**config.mk**
```make
export PLATFORM = sky130hd
export DESIGN_NAME = rle_sprite_clip_span_decoder
export DESIGN_NICKNAME = d
export VERILOG_FILES = /design/src/rtl/rsscd_pkg.sv /design/src/rtl/rle_sprite_clip_span_decoder.sv /design/src/rtl/rsscd_cfg.sv /design/src/rtl/rsscd_core.sv
export SDC_FILE = /design/constraint.sdc
export NUM_CORES = 1
export LEC_CHECK = 0
export ABC_AREA = 0
export BUFFER_PORTS_ARGS = -buffer_cell sky130_fd_sc_hd__clkbuf_2
export CORE_ASPECT_RATIO = 0.7
export CORE_UTILIZATION = 58
export CTS_BUF_LIST = sky130_fd_sc_hd__clkbuf_4 sky130_fd_sc_hd__clkbuf_8
export DETAILED_ROUTE_END_ITERATION = 16
export GPL_TIMING_DRIVEN = 0
export HOLD_SLACK_MARGIN = 0.05
export PLACE_DENSITY_LB_ADDON = 0.1
export SLEW_MARGIN = 20
export SYNTH_ARGS = -nofsm -noshare
export SYNTH_HDL_FRONTEND = slang
export SYNTH_SLANG_ARGS = --single-unit
```
**constraint.sdc**
```tcl
create_clock -name clk -period 11.5 [get_ports clk]
set_input_delay 0 -clock clk [delete_from_list [all_inputs] [get_ports clk]]
set_output_delay 0 -clock clk [all_outputs]
set_load 0.02 [all_outputs]
```
**src/rtl/rsscd_pkg.sv**
```systemverilog
`timescale 1ns / 1ps
`default_nettype none

package rsscd_pkg;

  // Width of the fixed screen-coordinate fields.
  localparam int REG_BITS  = 16;
  localparam int OUT_BITS  = 17;
  localparam int LEN_BITS  = 7;
  localparam int BYTE_BITS = 8;
  localparam int IDX_BITS  = 3;

  localparam logic [REG_BITS-1:0] CLIP_RIGHT_RESET  = 16'd640;
  localparam logic [REG_BITS-1:0] CLIP_BOTTOM_RESET = 16'd480;

  // Bit 7 of a control byte flags a transparent run; the low bits are the count.
  localparam logic [BYTE_BITS-1:0] RUN_FLAG = 8'h80;
  localparam logic [BYTE_BITS-1:0] RUN_MASK = 8'h7F;

  typedef enum logic [IDX_BITS-1:0] {
    CFG_SPRITE_X      = 3'd0,
    CFG_SPRITE_Y      = 3'd1,
    CFG_SPRITE_WIDTH  = 3'd2,
    CFG_SPRITE_HEIGHT = 3'd3,
    CFG_CLIP_LEFT     = 3'd4,
    CFG_CLIP_TOP      = 3'd5,
    CFG_CLIP_RIGHT    = 3'd6,
    CFG_CLIP_BOTTOM   = 3'd7
  } cfg_reg_t;

  typedef enum logic [1:0] {
    MODE_CTRL = 2'd0,
    MODE_DATA = 2'd1
  } parse_mode_t;

  // Visible window derived from the configuration registers.
  typedef struct packed {
    logic signed [REG_BITS-1:0] sprite_x;
    logic signed [REG_BITS-1:0] sprite_y;
    logic signed [OUT_BITS-1:0] vx0;
    logic signed [OUT_BITS-1:0] vx1;
    logic signed [OUT_BITS-1:0] vy0;
    logic signed [OUT_BITS-1:0] vy1;
    logic                       empty;
  } window_t;

  typedef struct packed {
    logic signed [OUT_BITS-1:0] span_x;
    logic signed [OUT_BITS-1:0] span_y;
    logic        [LEN_BITS-1:0] span_length;
    logic                       done_res;
  } result_t;

endpackage

`default_nettype wire

```
**src/rtl/rle_sprite_clip_span_decoder.sv**
```systemverilog
`timescale 1ns / 1ps
`default_nettype none

// Run-length sprite span decoder with clipping. Sprite bytes arrive one per
// request on the in_ channel; in_tuser marks the first byte of a new sprite
// and restarts the parser. Each opaque run is clipped against both the sprite
// box and the clip rectangle, and its visible part leaves on the out_ channel
// as one span (x, y, length). After the last visible row ends, a marker with
// zero length and out_tlast high closes the sprite. The block takes one byte
// every cycle unless the output stalls; a byte is held in the input register and
// parsed from there, and its span is registered in the result register. The parser
// update (mode, run counter, row and column) sets the rate and feeds the next byte's
// clip arithmetic. The user must write configuration registers over the cfg_ port
// only while no sprite is in flight (not enforced); they act on the next byte.
module rle_sprite_clip_span_decoder #(
  parameter int COORD_BITS = 16
) (
  input  wire logic        clk,
  input  wire logic        rst_n,
  input  wire logic        in_tvalid,
  output logic             in_tready,
  input  wire logic [7:0]  in_tdata,   // [7:0] rle_byte
  input  wire logic        in_tuser,   // [0] first_byte
  output logic             out_tvalid,
  input  wire logic        out_tready,
  output logic [47:0]      out_tdata,  // [16:0] span_x, [33:17] span_y, [40:34] span_length
  output logic             out_tlast,  // done_res
  input  wire logic        cfg_valid,
  output logic             cfg_ready,
  input  wire logic [2:0]  cfg_index,
  input  wire logic [15:0] cfg_data
);

  rsscd_pkg::window_t win;
  rsscd_pkg::result_t res, out_r;
  logic               res_valid;

  // Input register: holds one accepted byte until the parser takes it.
  logic       in_valid_r, in_valid_nxt;
  logic [7:0] byte_r;
  logic       first_r;
  logic       out_valid_r, out_valid_nxt;
  logic       step;

  // The parser advances whenever a byte is held and the result register is
  // free or being emptied in the same cycle.
  assign step      = in_valid_r && (!out_valid_r || out_tready);
  assign in_tready = !in_valid_r || step;

  always_comb begin
    in_valid_nxt = in_valid_r;
    if (in_tvalid && in_tready) in_valid_nxt = 1'b1;
    else if (step)              in_valid_nxt = 1'b0;
  end

  always_comb begin
    out_valid_nxt = out_valid_r;
    if (step)            out_valid_nxt = res_valid;
    else if (out_tready) out_valid_nxt = 1'b0;
  end

  always_ff @(posedge clk) begin
    if (!rst_n) begin
      in_valid_r  <= 1'b0;
      out_valid_r <= 1'b0;
    end else begin
      in_valid_r  <= in_valid_nxt;
      out_valid_r <= out_valid_nxt;
    end
  end

  always_ff @(posedge clk) begin
    if (in_tvalid && in_tready) begin
      byte_r  <= in_tdata;
      first_r <= in_tuser;
    end
    if (step && res_valid) out_r <= res;
  end

  rsscd_cfg u_cfg (
    .clk       (clk),
    .rst_n     (rst_n),
    .cfg_valid (cfg_valid),
    .cfg_ready (cfg_ready),
    .cfg_index (cfg_index),
    .cfg_data  (cfg_data),
    .win       (win)
  );

  rsscd_core #(
    .COORD_BITS (COORD_BITS)
  ) u_core (
    .clk        (clk),
    .rst_n      (rst_n),
    .step       (step),
    .rle_byte   (byte_r),
    .first_byte (first_r),
    .win        (win),
    .res_valid  (res_valid),
    .res        (res)
  );

  assign out_tvalid = out_valid_r;
  assign out_tdata  = {7'd0, out_r.span_length, out_r.span_y, out_r.span_x};
  assign out_tlast  = out_r.done_res;

endmodule

`default_nettype wire

```
**src/rtl/rsscd_cfg.sv**
```systemverilog
`timescale 1ns / 1ps
`default_nettype none

module rsscd_cfg (
  input  wire logic                               clk,
  input  wire logic                               rst_n,
  input  wire logic                               cfg_valid,
  output logic                                    cfg_ready,
  input  wire logic [rsscd_pkg::IDX_BITS-1:0]     cfg_index,
  input  wire logic [rsscd_pkg::REG_BITS-1:0]     cfg_data,
  output rsscd_pkg::window_t                      win
);

  logic signed [15:0] sprite_x_r, sprite_y_r, clip_left_r, clip_top_r;
  logic signed [15:0] clip_right_r, clip_bottom_r;
  logic        [15:0] sprite_width_r, sprite_height_r;

  logic signed [17:0] x_end, y_end;
  logic signed [17:0] vx0_w, vx1_w, vy0_w, vy1_w;

  assign cfg_ready = 1'b1;

  always_ff @(posedge clk) begin
    if (!rst_n) begin
      sprite_x_r      <= '0;
      sprite_y_r      <= '0;
      sprite_width_r  <= '0;
      sprite_height_r <= '0;
      clip_left_r     <= '0;
      clip_top_r      <= '0;
      clip_right_r    <= rsscd_pkg::CLIP_RIGHT_RESET;
      clip_bottom_r   <= rsscd_pkg::CLIP_BOTTOM_RESET;
    end else if (cfg_valid) begin
      case (cfg_index)
        rsscd_pkg::CFG_SPRITE_X:      sprite_x_r      <= cfg_data;
        rsscd_pkg::CFG_SPRITE_Y:      sprite_y_r      <= cfg_data;
        rsscd_pkg::CFG_SPRITE_WIDTH:  sprite_width_r  <= cfg_data;
        rsscd_pkg::CFG_SPRITE_HEIGHT: sprite_height_r <= cfg_data;
        rsscd_pkg::CFG_CLIP_LEFT:     clip_left_r     <= cfg_data;
        rsscd_pkg::CFG_CLIP_TOP:      clip_top_r      <= cfg_data;
        rsscd_pkg::CFG_CLIP_RIGHT:    clip_right_r    <= cfg_data;
        rsscd_pkg::CFG_CLIP_BOTTOM:   clip_bottom_r   <= cfg_data;
        default: ;
      endcase
    end
  end

  // The far edges of the sprite box need two extra bits before the clip.
  assign x_end = {{2{sprite_x_r[15]}}, sprite_x_r} + {2'b00, sprite_width_r};
  assign y_end = {{2{sprite_y_r[15]}}, sprite_y_r} + {2'b00, sprite_height_r};

  always_comb begin
    vx0_w = (sprite_x_r > clip_left_r) ? {{2{sprite_x_r[15]}}, sprite_x_r}
                                       : {{2{clip_left_r[15]}}, clip_left_r};
    vy0_w = (sprite_y_r > clip_top_r)  ? {{2{sprite_y_r[15]}}, sprite_y_r}
                                       : {{2{clip_top_r[15]}}, clip_top_r};
    vx1_w = {{2{clip_right_r[15]}}, clip_right_r};
    if (x_end < vx1_w) vx1_w = x_end;
    vy1_w = {{2{clip_bottom_r[15]}}, clip_bottom_r};
    if (y_end < vy1_w) vy1_w = y_end;
  end

  // The clipped edges always lie in the 16-bit signed range, so 17 bits hold them.
  assign win.sprite_x = sprite_x_r;
  assign win.sprite_y = sprite_y_r;
  assign win.vx0      = vx0_w[16:0];
  assign win.vx1      = vx1_w[16:0];
  assign win.vy0      = vy0_w[16:0];
  assign win.vy1      = vy1_w[16:0];
  assign win.empty    = (vx1_w <= vx0_w) || (vy1_w <= vy0_w);

endmodule

`default_nettype wire

```
**src/rtl/rsscd_core.sv**
```systemverilog
`timescale 1ns / 1ps
`default_nettype none

module rsscd_core #(
  parameter int COORD_BITS = 16
) (
  input  wire logic                                clk,
  input  wire logic                                rst_n,
  input  wire logic                                step,
  input  wire logic [rsscd_pkg::BYTE_BITS-1:0]     rle_byte,
  input  wire logic                                first_byte,
  input  wire rsscd_pkg::window_t                  win,
  output logic                                     res_valid,
  output rsscd_pkg::result_t                       res
);

  localparam int AW = ((COORD_BITS > 17) ? COORD_BITS : 17) + 2;
  localparam int LW = rsscd_pkg::LEN_BITS;

  rsscd_pkg::parse_mode_t mode_r, mode_nxt, mode_eff;
  logic [LW-1:0]          left_r, left_nxt, left_eff, left_dec;
  logic [COORD_BITS-1:0]  row_r, row_nxt, row_eff, row_sat;
  logic [COORD_BITS-1:0]  col_r, col_nxt, col_eff, col_sat;
  logic                   fin_r, fin_nxt, fin_eff;
  logic [COORD_BITS:0]    col_sum;
  logic [LW-1:0]          run_len;

  logic signed [AW-1:0] y_a, start_a, end_a, lo_a, hi_a, diff_a;
  logic signed [AW-1:0] vx0_a, vx1_a, vy0_a, vy1_a;
  logic                 is_end, is_skip, row_last, span_vis;

  // A first byte restarts the parser before the byte itself is parsed.
  always_comb begin
    if (first_byte) begin
      mode_eff = rsscd_pkg::MODE_CTRL;
      left_eff = '0;
      row_eff  = '0;
      col_eff  = '0;
      fin_eff  = win.empty;
    end else begin
      mode_eff = mode_r;
      left_eff = left_r;
      row_eff  = row_r;
      col_eff  = col_r;
      fin_eff  = fin_r;
    end
  end

  assign run_len  = rle_byte[LW-1:0];
  assign is_end   = (rle_byte == '0);
  assign is_skip  = ((rle_byte & rsscd_pkg::RUN_FLAG) != '0);
  assign left_dec = (left_eff != '0) ? left_eff - 1'b1 : left_eff;
  assign col_sum  = {1'b0, col_eff} + {{(COORD_BITS + 1 - LW){1'b0}}, run_len};
  assign col_sat  = col_sum[COORD_BITS] ? '1 : col_sum[COORD_BITS-1:0];
  assign row_sat  = (&row_eff) ? row_eff : row_eff + 1'b1;

  assign vx0_a   = {{(AW-17){win.vx0[16]}}, win.vx0};
  assign vx1_a   = {{(AW-17){win.vx1[16]}}, win.vx1};
  assign vy0_a   = {{(AW-17){win.vy0[16]}}, win.vy0};
  assign vy1_a   = {{(AW-17){win.vy1[16]}}, win.vy1};
  assign y_a     = {{(AW-16){win.sprite_y[15]}}, win.sprite_y}
                 + {{(AW-COORD_BITS){1'b0}}, row_eff};
  assign start_a = {{(AW-16){win.sprite_x[15]}}, win.sprite_x}
                 + {{(AW-COORD_BITS){1'b0}}, col_eff};
  assign end_a   = start_a + {{(AW-LW){1'b0}}, run_len};
  assign lo_a    = (start_a > vx0_a) ? start_a : vx0_a;
  assign hi_a    = (end_a < vx1_a) ? end_a : vx1_a;
  assign diff_a  = hi_a - lo_a;

  assign row_last = (y_a >= vy1_a - AW'(1));
  assign span_vis = (y_a >= vy0_a) && (y_a < vy1_a) && (hi_a > lo_a);

  // Next parser state.
  always_comb begin
    mode_nxt = mode_eff;
    left_nxt = left_eff;
    row_nxt  = row_eff;
    col_nxt  = col_eff;
    fin_nxt  = fin_eff;
    if (!fin_eff) begin
      if (mode_eff == rsscd_pkg::MODE_DATA) begin
        left_nxt = left_dec;
        if (left_dec == '0) mode_nxt = rsscd_pkg::MODE_CTRL;
      end else begin
        mode_nxt = rsscd_pkg::MODE_CTRL;
        if (is_end) begin
          row_nxt = row_sat;
          col_nxt = '0;
          if (row_last) fin_nxt = 1'b1;
        end else if (is_skip) begin
          col_nxt = col_sat;
        end else begin
          mode_nxt = rsscd_pkg::MODE_DATA;
          left_nxt = run_len;
          col_nxt  = col_sat;
        end
      end
    end
  end

  // Result of this byte, if any.
  always_comb begin
    res_valid       = 1'b0;
    res.span_x      = lo_a[16:0];
    res.span_y      = y_a[16:0];
    res.span_length = diff_a[LW-1:0];
    res.done_res    = 1'b0;
    if (!fin_eff && (mode_eff != rsscd_pkg::MODE_DATA)) begin
      if (is_end) begin
        res_valid       = row_last;
        res.span_x      = '0;
        res.span_length = '0;
        res.done_res    = 1'b1;
      end else if (!is_skip) begin
        res_valid = span_vis;
      end
    end
  end

  always_ff @(posedge clk) begin
    if (!rst_n) begin
      mode_r <= rsscd_pkg::MODE_CTRL;
      left_r <= '0;
      row_r  <= '0;
      col_r  <= '0;
      fin_r  <= 1'b1;
    end else if (step) begin
      mode_r <= mode_nxt;
      left_r <= left_nxt;
      row_r  <= row_nxt;
      col_r  <= col_nxt;
      fin_r  <= fin_nxt;
    end
  end

endmodule

`default_nettype wire

```
==> results.txt <==
The flow ran to the end, but the final reports show violations. The final reports fail on design-rule violations. The total grt overflow came out at 0. Among all stages on the critical path, the largest delay is contributed by sky130_fd_sc_hd__a2111oi_0. The number of warnings printed during yosys synthesis came out at 0. The portion of synthesized cell area occupied by the leading cell type is 18.9%. The total instance count after detailed placement came out at 2900. The worst setup slack before clock tree synthesis came out at -0.130 ns.

The number of port buffers came out at 58. The synthesized instance count came out at 2397. The finished layout holds between 3000 and 4000 standard cells, fillers aside. The data arrival at the endpoint of the critical path is 11.38 ns. The largest voltage drop on the vdd net is about 0.12 mV. The final antenna-violating net count came out at 0.

The number of antenna violations at the first check in global routing is 2. A synthesized cell averages approximately 8.2 µm². 85 I/O pins were placed. The count of final hold-check violations came to 0. The post-layout minimum cycle time came out at 11.06 ns.

The chip width came out at 222 µm. The max-cap check violation count came out at 0. The tightest min-delay check is of the input pin to flop type. The total length of routed wires is 63800 µm. The global-route wire length before repair came out at approximately 97000 µm. The flip-flop count of the largest register, all copies and words added is 41. The post-route worst hold slack came out at between 0.08 and 0.09 ns. The number of placement rows is 56. The clock sink count came out at 223. The final-report setup violation count is 0. The placeable core area is between 0.03 and 0.04 mm². The most numerous cell in the Yosys netlist is sky130_fd_sc_hd__nand2_1. Yosys mapped the design onto 86 distinct sky130hd cell types. The startpoint type of the worst setup path is a flop. The slew of the pin with the lowest slew margin is 1.10 ns. The power density over cell area came out at about 120 mW/mm². The timing-limited maximum frequency is 90.4 MHz. The data required time of the critical path came out at 11.82 ns. Clock tree synthesis selected as its root buffer the cell sky130_fd_sc_hd__clkbuf_8.

The pre-antenna-repair detailed-routing pass consisted of 12 iterations. In the post-synthesis netlist, the biggest area contributors are sky130_fd_sc_hd__ha_1 19%, sky130_fd_sc_hd__dfxtp_1 17%, sky130_fd_sc_hd__edfxtp_1 7.8%. The top cell type by total area after synthesis is sky130_fd_sc_hd__ha_1.

The total number of H-tree levels is 2. The average wire per standard cell is approximately 21 µm. The register clock-pin slew on the reported worst setup and hold paths came out at about 0.07 ns.

The setup slack after layout came out at about 0.44 ns. In this run the static leakage power is 9.85 nW. After the first detailed-routing iteration, the DRC count stood at 1815.

The most used flip-flop cell after synthesis is sky130_fd_sc_hd__dfxtp_1. The netlist area before placement came out at 0.0197 mm². The wire-length estimate of the detail-placed layout is 50100 µm.

The buffer levels on the longest clock path came out at 3. The initial core utilization came out at between 50 and 60%. The critical path's largest stage delay came out at 0.70 ns. The register bit count reported by yosys is 223.

Setup repair after global routing left no endpoint under its margin. The category of the most critical setup path is flop to flop. The fraction of registers with async set/reset came out at 0%.

The post-route clock period utilization is a little over nine tenths. The final estimated routing congestion in global placement is ~0.97. The count of pins over their slew limit is 0.

The floorplan step defined a die boundary enclosing 0.0347 mm². The proportion of synthesized chip area in sequential cells is 25.3%. The post-route clock skew is ~0.017 ns. The final layout contains 2881 nets. The pin count of the biggest net entering global routing is 16. The average via count per standard cell is 6.13.

The number of clock buffers added by TritonCTS is 38. The via count of the routed design is 18440. The number of global-route vias before repair was 17170.

The later-pin clock latency in the skew report is 0.58 ns. The final cell utilization of the core is 65.4%. The worst setup path is captured at a flop. The vertical die dimension is 156 µm. The worst pin sits at a relative slew slack of 26.6%.

The fraction of final layout cells sized beyond drive strength 1 came out at between 8 and 9%. TritonCTS built the clock tree. The area growth from synthesis to final layout is 11.0%.

The number of enable-type register cells in the synthesized netlist came out at 51. The fill cell total of the finished layout came out at 2861. Global routing used 36.3% of the available tracks. The commonest cells after synthesis are 354 x sky130_fd_sc_hd__nand2_1, 297 x sky130_fd_sc_hd__ha_1, 172 x sky130_fd_sc_hd__dfxtp_1. The DRC violation count after routing is 2. The worst-path maximum fanout came out at 11.
-- area by class of cell --
class                      count  area (µm²)  share of cell area (%)
multi-input combinational   1926       13700                    62.7
clock buffer                  56         721                    3.30
sequential                   223        4970                    22.8
antenna                        2        5.00                  0.0229
inverter                     157         589                    2.70
clock inverter                11         140                   0.641
timing repair buffer         103         726                    3.32
tap                          435         544                    2.49
buffer                        95         447                    2.04
-- kinds of logic after synthesis --
group / synth area share (%)
AOI/OAI and AO/OA: 21.2
xor gates and xnor gates: 4.72
adders and majority gates: 19.6
buffers and inverters: 5.29
DFF: 25.3
muxes: 4.33
other: 0.0381
and+or+nand+nor: 19.6
-- per-stage QoR --
step | power [W] | area [µm²] | TNS [ns]
floorplan | 0.00156 | 19700 | 0
CTS | 0.00265 | 21800 | 0
finish | 0.00267 | 21900 | 0
global route | 0.00281 | 21900 | 0
detailed placement | 0.00181 | 20600 | -2.28
global placement | 0.00178 | 20600 | -151.15
-- critical path: cells and delay by family, from the launching register on --
family,cells,cell delay [ns]
multiplexers,1,0.11
XOR/XNOR,2,0.60
adder cells (fa/ha/maj),4,1.52
buffers and inverters,4,0.94
AO/OA/AOI/OAI,14,4.22
AND/OR/NAND/NOR,10,2.77
flip-flops,1,0.59
-- metal layers --
metal	share of wire [%]	vias up	GRT usage (%)
met5	0.020	-	0
met4	2.4	2	10.0
met3	13	107	13.1
met2	39	817	51.2
met1	45	8660	51.4
li1	-	8854	-
-- layout by cell type, fill, tap and decap left out, types with 48 or more instances in the layout --
cell type                  count
sky130_fd_sc_hd__clkbuf_2     63
sky130_fd_sc_hd__edfxtp_1     51
sky130_fd_sc_hd__nand2_1     354
sky130_fd_sc_hd__a21o_1       63
sky130_fd_sc_hd__xnor2_1      74
sky130_fd_sc_hd__dfxtp_1     172
sky130_fd_sc_hd__inv_1       157
sky130_fd_sc_hd__nor2_1      133
sky130_fd_sc_hd__a21oi_1     111
sky130_fd_sc_hd__o21ai_0     109
sky130_fd_sc_hd__nor2b_1      77
sky130_fd_sc_hd__a21boi_0    130
sky130_fd_sc_hd__ha_1        297
sky130_fd_sc_hd__mux2i_1      58
sky130_fd_sc_hd__clkbuf_1     64
sky130_fd_sc_hd__clkbuf_8     48
-- timing repair --
action,4_1_cts,5_1_grt
endpoints found under the setup margin,19,43
hold buffers,36,0
buffers inserted,0,5
endpoints found under the hold margin,151,0
resized for setup,1,3
-- where the power goes --
part / leakage, nW / total [W] / switching (W) / internal, W
sequential: 1.83 / 0.000866 / 0.0000244 / 0.000841
combinational: 7.57 / 0.000975 / 0.000586 / 0.000389
clock: 0.448 / 0.000831 / 0.000360 / 0.000471
total: 9.85 / 0.00267 / 0.000970 / 0.00170
-- path summary, 6_finish.rpt --
kind                                           from                       end  slack [ns]  cells after the start
worst min-delay path                   cfg_index[1]  u_cfg.sprite_height_r[3]        0.09                      5
worst max-delay path            u_cfg.sprite_x_r[2]             out_tdata[13]        0.44                     35
worst min register to register      u_core.col_r[6]           u_core.col_r[6]        0.45                      2
worst max register to register  u_cfg.sprite_x_r[2]             out_tdata[13]        0.44                     35
Power figures use the tool's default switching activity.
